--- config.mk ---
export PLATFORM = sky130hd
export DESIGN_NAME = gregorian_date_subtract_unit
export DESIGN_NICKNAME = d
export VERILOG_FILES = /design/src/design/gds_pkg.sv /design/src/design/gds_leap.sv /design/src/design/gds_seq.sv /design/src/design/gregorian_date_subtract_unit.sv
export SDC_FILE = /design/constraint.sdc
export NUM_CORES = 1
export LEC_CHECK = 0
export ABC_AREA = 1
export BUFFER_PORTS_ARGS = -buffer_cell sky130_fd_sc_hd__buf_2
export CAP_MARGIN = 20
export CORE_ASPECT_RATIO = 1.5
export CORE_UTILIZATION = 41
export DETAILED_ROUTE_END_ITERATION = 7
export PLACE_DENSITY_LB_ADDON = 0.3
export SLEW_MARGIN = 10
export SYNTH_ARGS = -nofsm -noshare
export SYNTH_HDL_FRONTEND = slang
export SYNTH_SLANG_ARGS = --single-unit
--- constraint.sdc ---
create_clock -name aclk -period 13.5 [get_ports aclk]
set_input_delay 2.025 -clock aclk [delete_from_list [all_inputs] [get_ports aclk]]
set_output_delay 2.025 -clock aclk [all_outputs]
set_load 0.02 [all_outputs]
--- src/design/gds_pkg.sv ---
// Shared types, constants and calendar functions of the date subtract unit.
`timescale 1ns / 1ps

package gds_pkg;

    localparam int CmdW   = 3;
    localparam int DayW   = 5;
    localparam int MonW   = 4;
    localparam int YearW  = 14;
    localparam int CntW   = 15;

    // count register holds count, count*7 or count*10
    localparam int NW     = 19;
    // shared subtractor width, covers NW and the month index
    localparam int AluW   = 20;

    // year / 100 by reciprocal: q = (year * 5243) >> 19, exact for 14-bit years
    localparam int          RecipW     = 13;
    localparam logic [RecipW-1:0] RECIP_100 = 13'd5243;
    localparam int          RecipShift = 19;
    localparam int          ProdW      = YearW + RecipW;
    localparam int          QuoW       = ProdW - RecipShift;
    localparam int          RemW       = 7;
    localparam logic [RemW-1:0] REM_MAX = 7'd99;

    localparam int S_TDATA_W = 40;
    localparam int S_TUSER_W = 3;
    localparam int M_TDATA_W = 24;
    localparam int M_TUSER_W = 2;

    localparam logic [MonW-1:0] MON_JAN = 4'd1;
    localparam logic [MonW-1:0] MON_FEB = 4'd2;
    localparam logic [MonW-1:0] MON_MAR = 4'd3;
    localparam logic [MonW-1:0] MON_DEC = 4'd12;
    localparam logic [DayW-1:0] DAY_MAX = 5'd31;
    localparam logic [NW-1:0]   MONTHS_PER_YEAR = 19'd12;
    localparam logic [AluW-1:0] DAYS_COMMON = 20'd365;
    localparam logic [AluW-1:0] DAYS_LEAP   = 20'd366;

    typedef enum logic [CmdW-1:0] {
        CMD_DAYS    = 3'd0,
        CMD_WEEKS   = 3'd1,
        CMD_MONTHS  = 3'd2,
        CMD_YEARS   = 3'd3,
        CMD_DECADES = 3'd4
    } cmd_t;

    typedef struct packed {
        cmd_t                  cmd;
        logic [DayW-1:0]       day_in;
        logic [MonW-1:0]       month_in;
        logic [YearW-1:0]      year_in;
        logic [CntW-1:0]       count;
    } request_t;

    typedef struct packed {
        logic [DayW-1:0]       day_out;
        logic [MonW-1:0]       month_out;
        logic [YearW-1:0]      year_out;
        logic                  underflow;
        logic                  bad_input;
    } result_t;

    // leap tracker controls: reciprocal multiply, load remainder, step year back
    typedef struct packed {
        logic mul;
        logic load;
        logic dec;
    } leap_ctl_t;

    function automatic logic [DayW-1:0] month_len(input logic [MonW-1:0] m,
                                                  input logic leap);
        logic [DayW-1:0] len;
        case (m) inside
            4'd1, 4'd3, 4'd5, 4'd7, 4'd8, 4'd10, 4'd12: len = 5'd31;
            4'd4, 4'd6, 4'd9, 4'd11:                    len = 5'd30;
            4'd2:    len = leap ? 5'd29 : 5'd28;
            default: len = 5'd0;
        endcase
        return len;
    endfunction

endpackage

--- src/design/gds_leap.sv ---
// Leap-year tracker: year mod 100 and century mod 4, kept across year steps.
`timescale 1ns / 1ps

module gds_leap (
    input  logic                          aclk,
    input  gds_pkg::leap_ctl_t            ctl,
    input  logic [gds_pkg::YearW-1:0]     year,
    input  logic [gds_pkg::RemW-1:0]      rem_in,
    output logic [gds_pkg::QuoW-1:0]      quo,
    output logic                          leap
);
    import gds_pkg::*;

    logic [ProdW-1:0] prod_reg;
    logic [RemW-1:0]  rem_reg;
    logic [1:0]       cent_reg;

    always_ff @(posedge aclk) begin
        if (ctl.mul) begin
            prod_reg <= ProdW'(year) * ProdW'(RECIP_100);
        end
        if (ctl.load) begin
            rem_reg  <= rem_in;
            cent_reg <= quo[1:0];
        end else if (ctl.dec) begin
            // wrap into the previous century
            if (rem_reg == '0) begin
                rem_reg  <= REM_MAX;
                cent_reg <= cent_reg - 2'd1;
            end else begin
                rem_reg  <= rem_reg - RemW'(1);
            end
        end
    end

    assign quo  = prod_reg[ProdW-1 -: QuoW];
    assign leap = (year[1:0] == 2'b00) && ((rem_reg != '0) || (cent_reg == 2'b00));

endmodule

--- src/design/gds_seq.sv ---
// Sequencer and shared subtractor that walk the date back step by step.
`timescale 1ns / 1ps

module gds_seq (
    input  logic                 aclk,
    input  logic                 aresetn,
    input  logic                 start,
    input  gds_pkg::request_t    req,
    input  logic                 out_free,
    output logic                 idle,
    output logic                 res_valid,
    output gds_pkg::result_t     res
);
    import gds_pkg::*;

    typedef enum logic [12:0] {
        S_IDLE   = 13'b0_0000_0000_0001,
        S_DIV1   = 13'b0_0000_0000_0010,
        S_DIV2   = 13'b0_0000_0000_0100,
        S_CHECK  = 13'b0_0000_0000_1000,
        S_DAY    = 13'b0_0000_0001_0000,
        S_DAYEND = 13'b0_0000_0010_0000,
        S_MCHK   = 13'b0_0000_0100_0000,
        S_MYEAR  = 13'b0_0000_1000_0000,
        S_MFEB   = 13'b0_0001_0000_0000,
        S_MONTH  = 13'b0_0010_0000_0000,
        S_YCHK   = 13'b0_0100_0000_0000,
        S_CLAMP  = 13'b0_1000_0000_0000,
        S_DONE   = 13'b1_0000_0000_0000
    } state_t;

    state_t            state_reg, state_next;
    logic [DayW-1:0]   day_reg, day_next;
    logic [MonW-1:0]   mon_reg, mon_next;
    logic [YearW-1:0]  year_reg, year_next;
    logic [NW-1:0]     n_reg, n_next;
    cmd_t              cmd_reg, cmd_next;
    logic [DayW-1:0]   day0_reg, day0_next;
    logic [MonW-1:0]   mon0_reg, mon0_next;
    logic [YearW-1:0]  year0_reg, year0_next;
    logic              skip_reg, skip_next;
    logic              yphase_reg, yphase_next;
    logic              under_reg, under_next;
    logic              bad_reg, bad_next;

    leap_ctl_t         leap_ctl;
    logic [QuoW-1:0]   quo;
    logic              leap;

    logic [AluW-1:0]   alu_a, alu_b, alu_res;
    logic [AluW:0]     alu_diff;
    logic              alu_borrow;
    logic [AluW-1:0]   quo_x100;
    logic [AluW-1:0]   year_m1;
    logic [AluW-1:0]   month_idx;
    logic              year_mode;
    logic [DayW-1:0]   feb_len, prev_len, cur_len;

    gds_leap u_leap (
        .aclk   (aclk),
        .ctl    (leap_ctl),
        .year   (year_reg),
        .rem_in (alu_res[RemW-1:0]),
        .quo    (quo),
        .leap   (leap)
    );

    assign quo_x100  = (AluW'(quo) << 6) + (AluW'(quo) << 5) + (AluW'(quo) << 2);
    assign year_m1   = AluW'(year_reg) - AluW'(1);
    assign month_idx = (year_m1 << 3) + (year_m1 << 2) + AluW'(mon_reg - MON_JAN);
    assign year_mode = !skip_reg && (day_reg == DAY_MAX) && (mon_reg == MON_DEC)
                       && (year_reg > YearW'(1));
    assign feb_len   = month_len(MON_FEB, leap);
    assign prev_len  = month_len(mon_reg - MON_JAN, leap);
    assign cur_len   = month_len(mon_reg, leap);

    // shared subtractor operand select
    always_comb begin
        alu_a = '0;
        alu_b = '0;
        unique case (state_reg)
            S_DIV2: begin
                alu_a = AluW'(year_reg);
                alu_b = quo_x100;
            end
            S_DAY: begin
                alu_a = AluW'(n_reg);
                alu_b = year_mode ? (leap ? DAYS_LEAP : DAYS_COMMON) : AluW'(day_reg);
            end
            S_DAYEND: begin
                alu_a = AluW'(day_reg);
                alu_b = AluW'(n_reg);
            end
            S_MCHK: begin
                alu_a = month_idx;
                alu_b = AluW'(n_reg);
            end
            S_MYEAR: begin
                alu_a = AluW'(n_reg);
                alu_b = AluW'(MONTHS_PER_YEAR);
            end
            S_MONTH: begin
                alu_a = AluW'(n_reg);
                alu_b = AluW'(1);
            end
            S_YCHK: begin
                alu_a = AluW'(year_reg);
                alu_b = AluW'(n_reg);
            end
            default: begin
                alu_a = '0;
                alu_b = '0;
            end
        endcase
    end

    assign alu_diff   = {1'b0, alu_a} - {1'b0, alu_b};
    assign alu_borrow = alu_diff[AluW];
    assign alu_res    = alu_diff[AluW-1:0];

    always_comb begin
        state_next  = state_reg;
        day_next    = day_reg;
        mon_next    = mon_reg;
        year_next   = year_reg;
        n_next      = n_reg;
        cmd_next    = cmd_reg;
        day0_next   = day0_reg;
        mon0_next   = mon0_reg;
        year0_next  = year0_reg;
        skip_next   = skip_reg;
        yphase_next = yphase_reg;
        under_next  = under_reg;
        bad_next    = bad_reg;
        leap_ctl    = '0;
        res_valid   = 1'b0;

        unique case (state_reg)
            S_IDLE: begin
                if (start) begin
                    day_next    = req.day_in;
                    mon_next    = req.month_in;
                    year_next   = req.year_in;
                    day0_next   = req.day_in;
                    mon0_next   = req.month_in;
                    year0_next  = req.year_in;
                    n_next      = NW'(req.count);
                    cmd_next    = req.cmd;
                    skip_next   = 1'b0;
                    yphase_next = 1'b0;
                    under_next  = 1'b0;
                    bad_next    = 1'b0;
                    state_next  = S_DIV1;
                end
            end
            S_DIV1: begin
                leap_ctl.mul = 1'b1;
                state_next   = S_DIV2;
            end
            S_DIV2: begin
                leap_ctl.load = 1'b1;
                state_next    = yphase_reg ? S_CLAMP : S_CHECK;
            end
            S_CHECK: begin
                if ((mon_reg < MON_JAN) || (mon_reg > MON_DEC) || (year_reg == '0)
                    || (day_reg == '0) || (day_reg > cur_len)) begin
                    bad_next   = 1'b1;
                    state_next = S_DONE;
                end else begin
                    case (cmd_reg)
                        CMD_DAYS:    state_next = S_DAY;
                        CMD_WEEKS: begin
                            n_next     = (n_reg << 3) - n_reg;
                            state_next = S_DAY;
                        end
                        CMD_MONTHS:  state_next = S_MCHK;
                        CMD_YEARS:   state_next = S_YCHK;
                        CMD_DECADES: begin
                            n_next     = (n_reg << 3) + (n_reg << 1);
                            state_next = S_YCHK;
                        end
                        default:     state_next = S_DONE;
                    endcase
                end
            end
            S_DAY: begin
                if (n_reg == '0) begin
                    state_next = S_DONE;
                end else if (year_mode) begin
                    // whole year from 31 December back to 31 December
                    if (!alu_borrow) begin
                        n_next       = alu_res[NW-1:0];
                        year_next    = year_reg - YearW'(1);
                        leap_ctl.dec = 1'b1;
                    end else begin
                        skip_next = 1'b1;
                    end
                end else if (alu_borrow) begin
                    state_next = S_DAYEND;
                end else if (mon_reg > MON_JAN) begin
                    mon_next = mon_reg - MON_JAN;
                    day_next = prev_len;
                    n_next   = alu_res[NW-1:0];
                end else if (year_reg > YearW'(1)) begin
                    year_next    = year_reg - YearW'(1);
                    leap_ctl.dec = 1'b1;
                    mon_next     = MON_DEC;
                    day_next     = DAY_MAX;
                    n_next       = alu_res[NW-1:0];
                end else begin
                    under_next = 1'b1;
                    state_next = S_DONE;
                end
            end
            S_DAYEND: begin
                day_next   = alu_res[DayW-1:0];
                n_next     = '0;
                state_next = S_DONE;
            end
            S_MCHK: begin
                if (alu_borrow) begin
                    under_next = 1'b1;
                    state_next = S_DONE;
                end else begin
                    state_next = S_MYEAR;
                end
            end
            S_MYEAR: begin
                if (!alu_borrow) begin
                    // twelve months back: the day ends at most at the February crossed
                    n_next       = alu_res[NW-1:0];
                    year_next    = year_reg - YearW'(1);
                    leap_ctl.dec = 1'b1;
                    if (mon_reg >= MON_MAR) begin
                        if (day_reg > feb_len) begin
                            day_next = feb_len;
                        end
                    end else begin
                        state_next = S_MFEB;
                    end
                end else if (n_reg == '0) begin
                    state_next = S_DONE;
                end else begin
                    state_next = S_MONTH;
                end
            end
            S_MFEB: begin
                if (day_reg > feb_len) begin
                    day_next = feb_len;
                end
                state_next = S_MYEAR;
            end
            S_MONTH: begin
                if (n_reg == '0) begin
                    state_next = S_DONE;
                end else begin
                    n_next = alu_res[NW-1:0];
                    if (mon_reg == MON_JAN) begin
                        mon_next     = MON_DEC;
                        year_next    = year_reg - YearW'(1);
                        leap_ctl.dec = 1'b1;
                    end else begin
                        mon_next = mon_reg - MON_JAN;
                        if (day_reg > prev_len) begin
                            day_next = prev_len;
                        end
                    end
                end
            end
            S_YCHK: begin
                if (alu_borrow || (alu_res == '0)) begin
                    under_next = 1'b1;
                    state_next = S_DONE;
                end else begin
                    // rebuild the leap tracker for the new year, then clamp
                    year_next   = alu_res[YearW-1:0];
                    yphase_next = 1'b1;
                    state_next  = S_DIV1;
                end
            end
            S_CLAMP: begin
                if (day_reg > cur_len) begin
                    day_next = cur_len;
                end
                state_next = S_DONE;
            end
            S_DONE: begin
                if (out_free) begin
                    res_valid  = 1'b1;
                    state_next = S_IDLE;
                end
            end
            default: begin
                state_next = S_IDLE;
            end
        endcase
    end

    always_ff @(posedge aclk) begin
        if (!aresetn) begin
            state_reg  <= S_IDLE;
            skip_reg   <= 1'b0;
            yphase_reg <= 1'b0;
        end else begin
            state_reg  <= state_next;
            skip_reg   <= skip_next;
            yphase_reg <= yphase_next;
        end
    end

    always_ff @(posedge aclk) begin
        day_reg   <= day_next;
        mon_reg   <= mon_next;
        year_reg  <= year_next;
        n_reg     <= n_next;
        cmd_reg   <= cmd_next;
        day0_reg  <= day0_next;
        mon0_reg  <= mon0_next;
        year0_reg <= year0_next;
        under_reg <= under_next;
        bad_reg   <= bad_next;
    end

    assign idle = (state_reg == S_IDLE);

    always_comb begin
        if (under_reg || bad_reg) begin
            res.day_out   = day0_reg;
            res.month_out = mon0_reg;
            res.year_out  = year0_reg;
        end else begin
            res.day_out   = day_reg;
            res.month_out = mon_reg;
            res.year_out  = year_reg;
        end
        res.underflow = under_reg;
        res.bad_input = bad_reg;
    end

endmodule

--- src/design/gregorian_date_subtract_unit.sv ---
// Top level of the Gregorian date subtract unit: stream ports and result register.
//
// Takes one request (a date, a unit kind on s_tuser and a count) and returns
// the date moved back by count days, weeks, months, years or decades. Day
// and week requests walk back a whole month per step, or a whole year per
// step from 31 December; month requests take a whole year per step (two
// steps when the February crossed lies in the previous year) and then single
// months; year and decade requests are one subtract plus a leap-year rebuild.
// Every step goes through one shared 20-bit subtractor, and the leap-year
// test comes from a tracker of year mod 100 that is seeded by a reciprocal
// multiply (once more after the subtract for year and decade requests) and
// otherwise stepped along with the year. Each request passes through the
// reciprocal multiply, the remainder load and the input check before its
// steps and through the result hand-off after them; invalid dates and
// unknown commands skip the steps. s_tready stays low from the accepted
// request until its result is loaded into the output register; the result
// then waits there for m_tready while the next request is taken. Invalid
// dates set bad_input, results before year 1 set underflow, and both cases
// return the input date.
`timescale 1ns / 1ps

module gregorian_date_subtract_unit (
    input  logic                               aclk,
    input  logic                               aresetn,
    // request channel
    input  logic                               s_tvalid,
    output logic                               s_tready,
    // day_in [4:0], month_in [8:5], year_in [22:9], count [37:23], zero fill
    input  logic [gds_pkg::S_TDATA_W-1:0]      s_tdata,
    // cmd [2:0]
    input  logic [gds_pkg::S_TUSER_W-1:0]      s_tuser,
    // result channel
    output logic                               m_tvalid,
    input  logic                               m_tready,
    // day_out [4:0], month_out [8:5], year_out [22:9], zero fill
    output logic [gds_pkg::M_TDATA_W-1:0]      m_tdata,
    // underflow [0], bad_input [1]
    output logic [gds_pkg::M_TUSER_W-1:0]      m_tuser
);
    import gds_pkg::*;

    request_t  req;
    result_t   seq_res;
    result_t   out_reg;
    logic      m_tvalid_reg;
    logic      seq_idle;
    logic      seq_valid;
    logic      start;
    logic      out_free;

    // unpack the request fields
    assign req.cmd      = cmd_t'(s_tuser[CmdW-1:0]);
    assign req.day_in   = s_tdata[DayW-1:0];
    assign req.month_in = s_tdata[DayW +: MonW];
    assign req.year_in  = s_tdata[DayW+MonW +: YearW];
    assign req.count    = s_tdata[DayW+MonW+YearW +: CntW];

    // accept only while the sequencer sits idle
    assign s_tready = seq_idle;
    assign start    = s_tvalid && s_tready;

    // the output register can take a new result when empty or being drained
    assign out_free = !m_tvalid_reg || m_tready;

    gds_seq u_seq (
        .aclk      (aclk),
        .aresetn   (aresetn),
        .start     (start),
        .req       (req),
        .out_free  (out_free),
        .idle      (seq_idle),
        .res_valid (seq_valid),
        .res       (seq_res)
    );

    // hold the result until the downstream side takes it
    always_ff @(posedge aclk) begin
        if (!aresetn) begin
            m_tvalid_reg <= 1'b0;
        end else if (seq_valid) begin
            m_tvalid_reg <= 1'b1;
        end else if (m_tready) begin
            m_tvalid_reg <= 1'b0;
        end
    end

    always_ff @(posedge aclk) begin
        if (seq_valid) begin
            out_reg <= seq_res;
        end
    end

    assign m_tvalid = m_tvalid_reg;
    assign m_tdata  = {{(M_TDATA_W-DayW-MonW-YearW){1'b0}},
                       out_reg.year_out, out_reg.month_out, out_reg.day_out};
    assign m_tuser  = {out_reg.bad_input, out_reg.underflow};

endmodule

# Yosys cells after proc, flatten, opt, wreduce, memory -nomap -nowiden
# Cells that the tools add are included.
# Widths: inputs -> output; s select.
totals:
  register_bits: 147
  latchBits: 0
  ram_bits: 0
  rom_bits: 0
  in_bits: 47
  output_inout_bits: 28
  wordCells: 285
  mem_count: 0
op_classes:
  n_addsub: 13
  multipliers: 1
  n_div: 0
  n_lt_le_gt_ge: 8
  n_eq_ne: 74
  n_shift: 0
  muxes: 111
  bitwise: 0
  reduce_logical: 56
ops:
  columns: ["op", "n"]
  rows:
  - ["$mux 13", 14]
  - ["$mux 19", 9]
  - ["$pmux 13 s12", 1]
  - ["$mux 14", 10]
  - ["$pmux 19 s6", 1]
  - ["$pmux 20 s5", 1]
  - ["$mux 5", 19]
  - ["$pmux 20 s4", 1]
  - ["$pmux 14 s5", 1]
  - ["$add 20x20->20", 2]
  - ["$eq 4x4->1 const B", 10]
  - ["$pmux 13 s3", 1]
  - ["$pmux 19 s2", 1]
  - ["$pmux 5 s7", 1]
  - ["$eq 4x3->1 const B", 8]
  - ["$mux 4", 8]
  - ["$mul 14x13->27 const B", 1]
  - ["$mux 1", 27]
  - ["$mux 23", 1]
  - ["$ne 2x1->1 const B", 11]
  - ["$ne 2x2->1 const B", 11]
  - ["$mux 7", 3]
  - ["$sub 20x20->21", 1]
  - ["$add 20x10->20", 1]
  - ["other kinds (73)", 119]

# Longest topological paths before layout
depth:
  word_depth: 13
  mapped_depth: 39
  depth_no_buf: 39

# By module
# Synthesis repeated with hierarchy kept, for this count alone.
unflattened:
  hier_cells: 2200
  area_unflattened_um2: 16433.3
by_module_without_submodules:
  columns: ["module", "instances", "cells_each", "area_per_inst_um2", "seq_area_each_um2"]
  rows:
  - ["gds_seq", 1, 1612, 11025.6, 2402.3]
  - ["gds_leap", 1, 553, 4591.9, 510.5]
  - ["gregorian_date_subtract_unit", 1, 35, 815.8, 770.7]

# Least setup slack after synthesis
# Ideal clock, no wire load.
synth_path:
  kind: "register -> register"
  start: "register u_seq.mon_reg[0]"
  end: "register u_seq.n_reg[0] (enable)"
  arrival_time_ps: 6256
  path_slack_ps: 6849
  path_stages_with_launch: 34
  n_path_buf: 1
  synth_period_minus_slack_ps: 6651
  path_cell_list: "edfxtp_1 inv_1 ha_1 inv_1 nor2_1 inv_1 fa_1 inv_1 ha_1 nand3_1 nand3_1 inv_1 nor2_1 nor2_1 o21ai_0 a21oi_1 o21ai_0 nand3_1 nand2_1 nand2_1 nand2_1 o22ai_1 ha_1 nand2_1 nor2_1 inv_1 nor2_1 nand3_1 nand3_1 nand2_1 nand3_4 buf_6 o21ai_0 nor2_1"
synth_via:
  elab_chain_cells: 8
synth_rtl:
  columns: ["element", "line", "rtl"]
  rows:
  - ["from (decl)", "gds_seq.sv:34", "logic [MonW-1:0] mon_reg, mon_next;"]
  - ["from (signal assigned)", "gds_seq.sv:313", "mon_reg <= mon_next;"]
  - ["branches (longest 7 deep; another with $sub 20x20->21)", null, null]
  - ["$reduce_and 8->1 (no source line) *", null, null]
  - ["to (signal assigned)", "gds_seq.sv:315", "n_reg <= n_next;"]
  - ["to (decl)", "gds_seq.sv:36", "logic [NW-1:0] n_reg, n_next;"]
# Mark *: on every way between the ends.
# A chain may end at the register's enable or synchronous reset.

# Worst setup path after layout
layout_path:
  start: "register u_seq.mon_reg[0]"
  end: "register u_seq.year_reg[12] (enable)"
layout_via:
  elab_chain_cells: 10
layout_rtl:
  columns: ["element", "line", "rtl"]
  rows:
  - ["branches (longest 9 deep; another with $sub 20x20->21)", null, null]
  - ["$reduce_and 9->1 (no source line) *", null, null]
  - ["to (signal assigned)", "gds_seq.sv:314", "year_reg <= year_next;"]
  - ["to (decl)", "gds_seq.sv:35", "logic [YearW-1:0] year_reg, year_next;"]
# Marked as above.

==> impl_metrics.tcl <==
set metrics [dict create \
    outcome "finished clean" \
    die_h_um 244 \
    grt_setup_unrepaired "no" \
    synthArstFlopShare 0 \
    crit_top_cell "nand2_1" \
    fin_crit_ns 8.48 \
    ctsHoldBuffers 0 \
    diodes 0 \
    fin_area_mm2 0.0175 \
    synth_edf_count 112 \
    worstSetupStartpointType "register" \
    maxSlewHeadroom 0.286 \
    tns_ns 0 \
    largest_reg_flops 23 \
    synth-simple-area-share 0.221 \
    pre_cts_slack_ns 5.22 \
    layout_common_cells "373 x inv_1, 369 x nand2_1, 216 x ha_1, 204 x nor2_1, 183 x a21oi_1" \
    syn_nets 2437 \
    final_common_cell "inv_1" \
    synth-seq-area-share 0.230 \
    ys_types 68 \
    clock-sinks 128 \
    ant_nets 0 \
    critPathCaptureType "register" \
    slew_violations 0 \
    fin_ws_ns 5.02 \
    tritoncts "built" \
    cts_buffer_depth 2 \
    clk_pin_slew_ns 0.06 \
    synth_seq_cells 128 \
    via_count 14700 \
    post-place-cells 2637 \
    ys.flop_type "edfxtp_1" \
    cts_resized 0 \
    dr.pass1.iters 5 \
    yosys_warnings 0 \
    place_congestion 0.958 \
    dp_hpwl_um 41500 \
    grt.overflow.total 0 \
    cts_buffers 17 \
    fin_skew_ns 0.0203 \
    synth_xor_area_frac 0.0267 \
    worst_slew_pin_slew_ns 1.07 \
    start_util 0.416 \
    syn_area_mm2 0.0160 \
    post-route-period-util 0.628 \
    hp-class "register to register" \
    drv_cap 0 \
    synth-compound-area-share 0.151 \
    grt_first_pass_wirelength_um 79100 \
    syn_area_per_cell_um2 7.67 \
    ios 75 \
    critPathMaxFanout 14 \
    finalWirelength_um 50800 \
    drive_above_1_share 0.0860 \
    cts_setup_buffers 0 \
    detail_route.wl_per_cell_um 19.0 \
    clock_latency_ns 0.46 \
    crit_slowest_cell "nor2_1" \
    path_class "register to register" \
    dieArea_mm2 0.0399 \
    synthCells 2093 \
    nets 2505 \
    clock-root-buffer "clkbuf_16" \
    antenna_found_initial 0 \
    grt_max_degree 47 \
    drc_errors 0 \
    synth_mux_area_frac 0 \
    core_area_mm2 0.0385 \
    path_delay_family "simple AND/OR/NAND/NOR gates" \
    final_cells 2669 \
    via_per_inst 5.49 \
    drt_iter0_markers 1060 \
    rows 88 \
    clock.fmax_mhz 118 \
    cp.arrival_ns 8.54 \
    synth_top_family_by_area "adder cells" \
    grt.total_usage 0.260 \
    dpl_cell_area_mm2 0.0169 \
    syn_to_final_growth_pct 9.19 \
    cp.required_ns 13.56 \
    htreeDepth 4 \
    worst-path-buf-inv 5 \
    grt_pass1_vias 14800 \
    setup_violations 0 \
    synthAdderAreaFrac 0.269 \
    hold_viol_final 0 \
    cp_slowest_stage_delay_ns 0.82 \
    die_w_um 164 \
    io_buffers 71 \
]
## path summary, 6_finish.rpt
| check | from | end | slack [ns] | depth (start not counted) |
|---|---|---|---|---|
| setup / recovery | u_seq.mon_reg[0] | u_seq.year_reg[12] | 5.02 | 32 |
| hold / removal | u_seq.yphase_reg | u_seq.yphase_reg | 0.48 | 2 |
| setup reg to reg | u_seq.mon_reg[0] | u_seq.year_reg[12] | 5.02 | 32 |
| hold reg to reg | u_seq.yphase_reg | u_seq.yphase_reg | 0.48 | 2 |
## layout make-up
| class | instances | area [um2] |
|---|---|---|
| repair buffers | 76 | 393 |
| fillers | 3868 | 21000 |
| multi-input cells | 1547 | 10700 |
| flip-flops and latches | 128 | 3680 |
| clock inverters | 13 | 161 |
| well taps | 495 | 619 |
| inverters | 391 | 1480 |
| clock buffers | 19 | 433 |
## worst min-delay path: stages (launching register included)
cell     delay, ns
dfxtp_1       0.32
nand2_1       0.06
a21oi_1       0.05
## routing by layer
| metal | share of wire | up-vias | track usage |
|---|---|---|---|
| met5 | 0 | - | 0 |
| met4 | 0.045 | 0 | 0.127 |
| met3 | 0.033 | 125 | 0.0251 |
| met2 | 0.53 | 424 | 0.488 |
| met1 | 0.39 | 6981 | 0.287 |
| li1 | - | 7132 | - |
## synth_stat cells (11+ instances only)
master | instances | area (um2)
clkbuf_1 | 11 | 41.3
ha_1 | 216 | 2700
nand3_1 | 97 | 485
xnor2_1 | 12 | 105
o221ai_1 | 16 | 140
nand4_1 | 17 | 106
inv_1 | 373 | 1400
o22ai_1 | 17 | 106
inv_2 | 12 | 45.0
or2_2 | 16 | 100
edfxtp_1 | 112 | 3360
nor3_1 | 27 | 135
nor2_1 | 207 | 777
nand2_1 | 369 | 1390
a21oi_1 | 183 | 916
fa_1 | 81 | 1620
dfxtp_1 | 16 | 320
o21ai_0 | 102 | 510
xor2_1 | 37 | 324
## cell families (layout without fill, tap and decap cells)
logic type                 count (synthesis)  after routing
AOI/OAI and AO/OA                        409            409
DFF                                      128            128
adders and majority gates                297            297
buffers and inverters                    418            499
other                                      1              1
xor gates and xnor gates                  49             49
and+or+nand+nor                          791            791
## metrics by stage
stage,hold WS [ns],util
2_1_floorplan,0.427,-
3_3_place_gp,0.467,0.439
3_5_place_dp,0.470,0.439
4_1_cts,0.479,0.455
5_1_grt,0.494,0.455
6_report,0.482,0.455
Power is left out: the tool's default activity adds up to more than one toggle a clock period on the data nets, which glitch-free logic cannot reach.
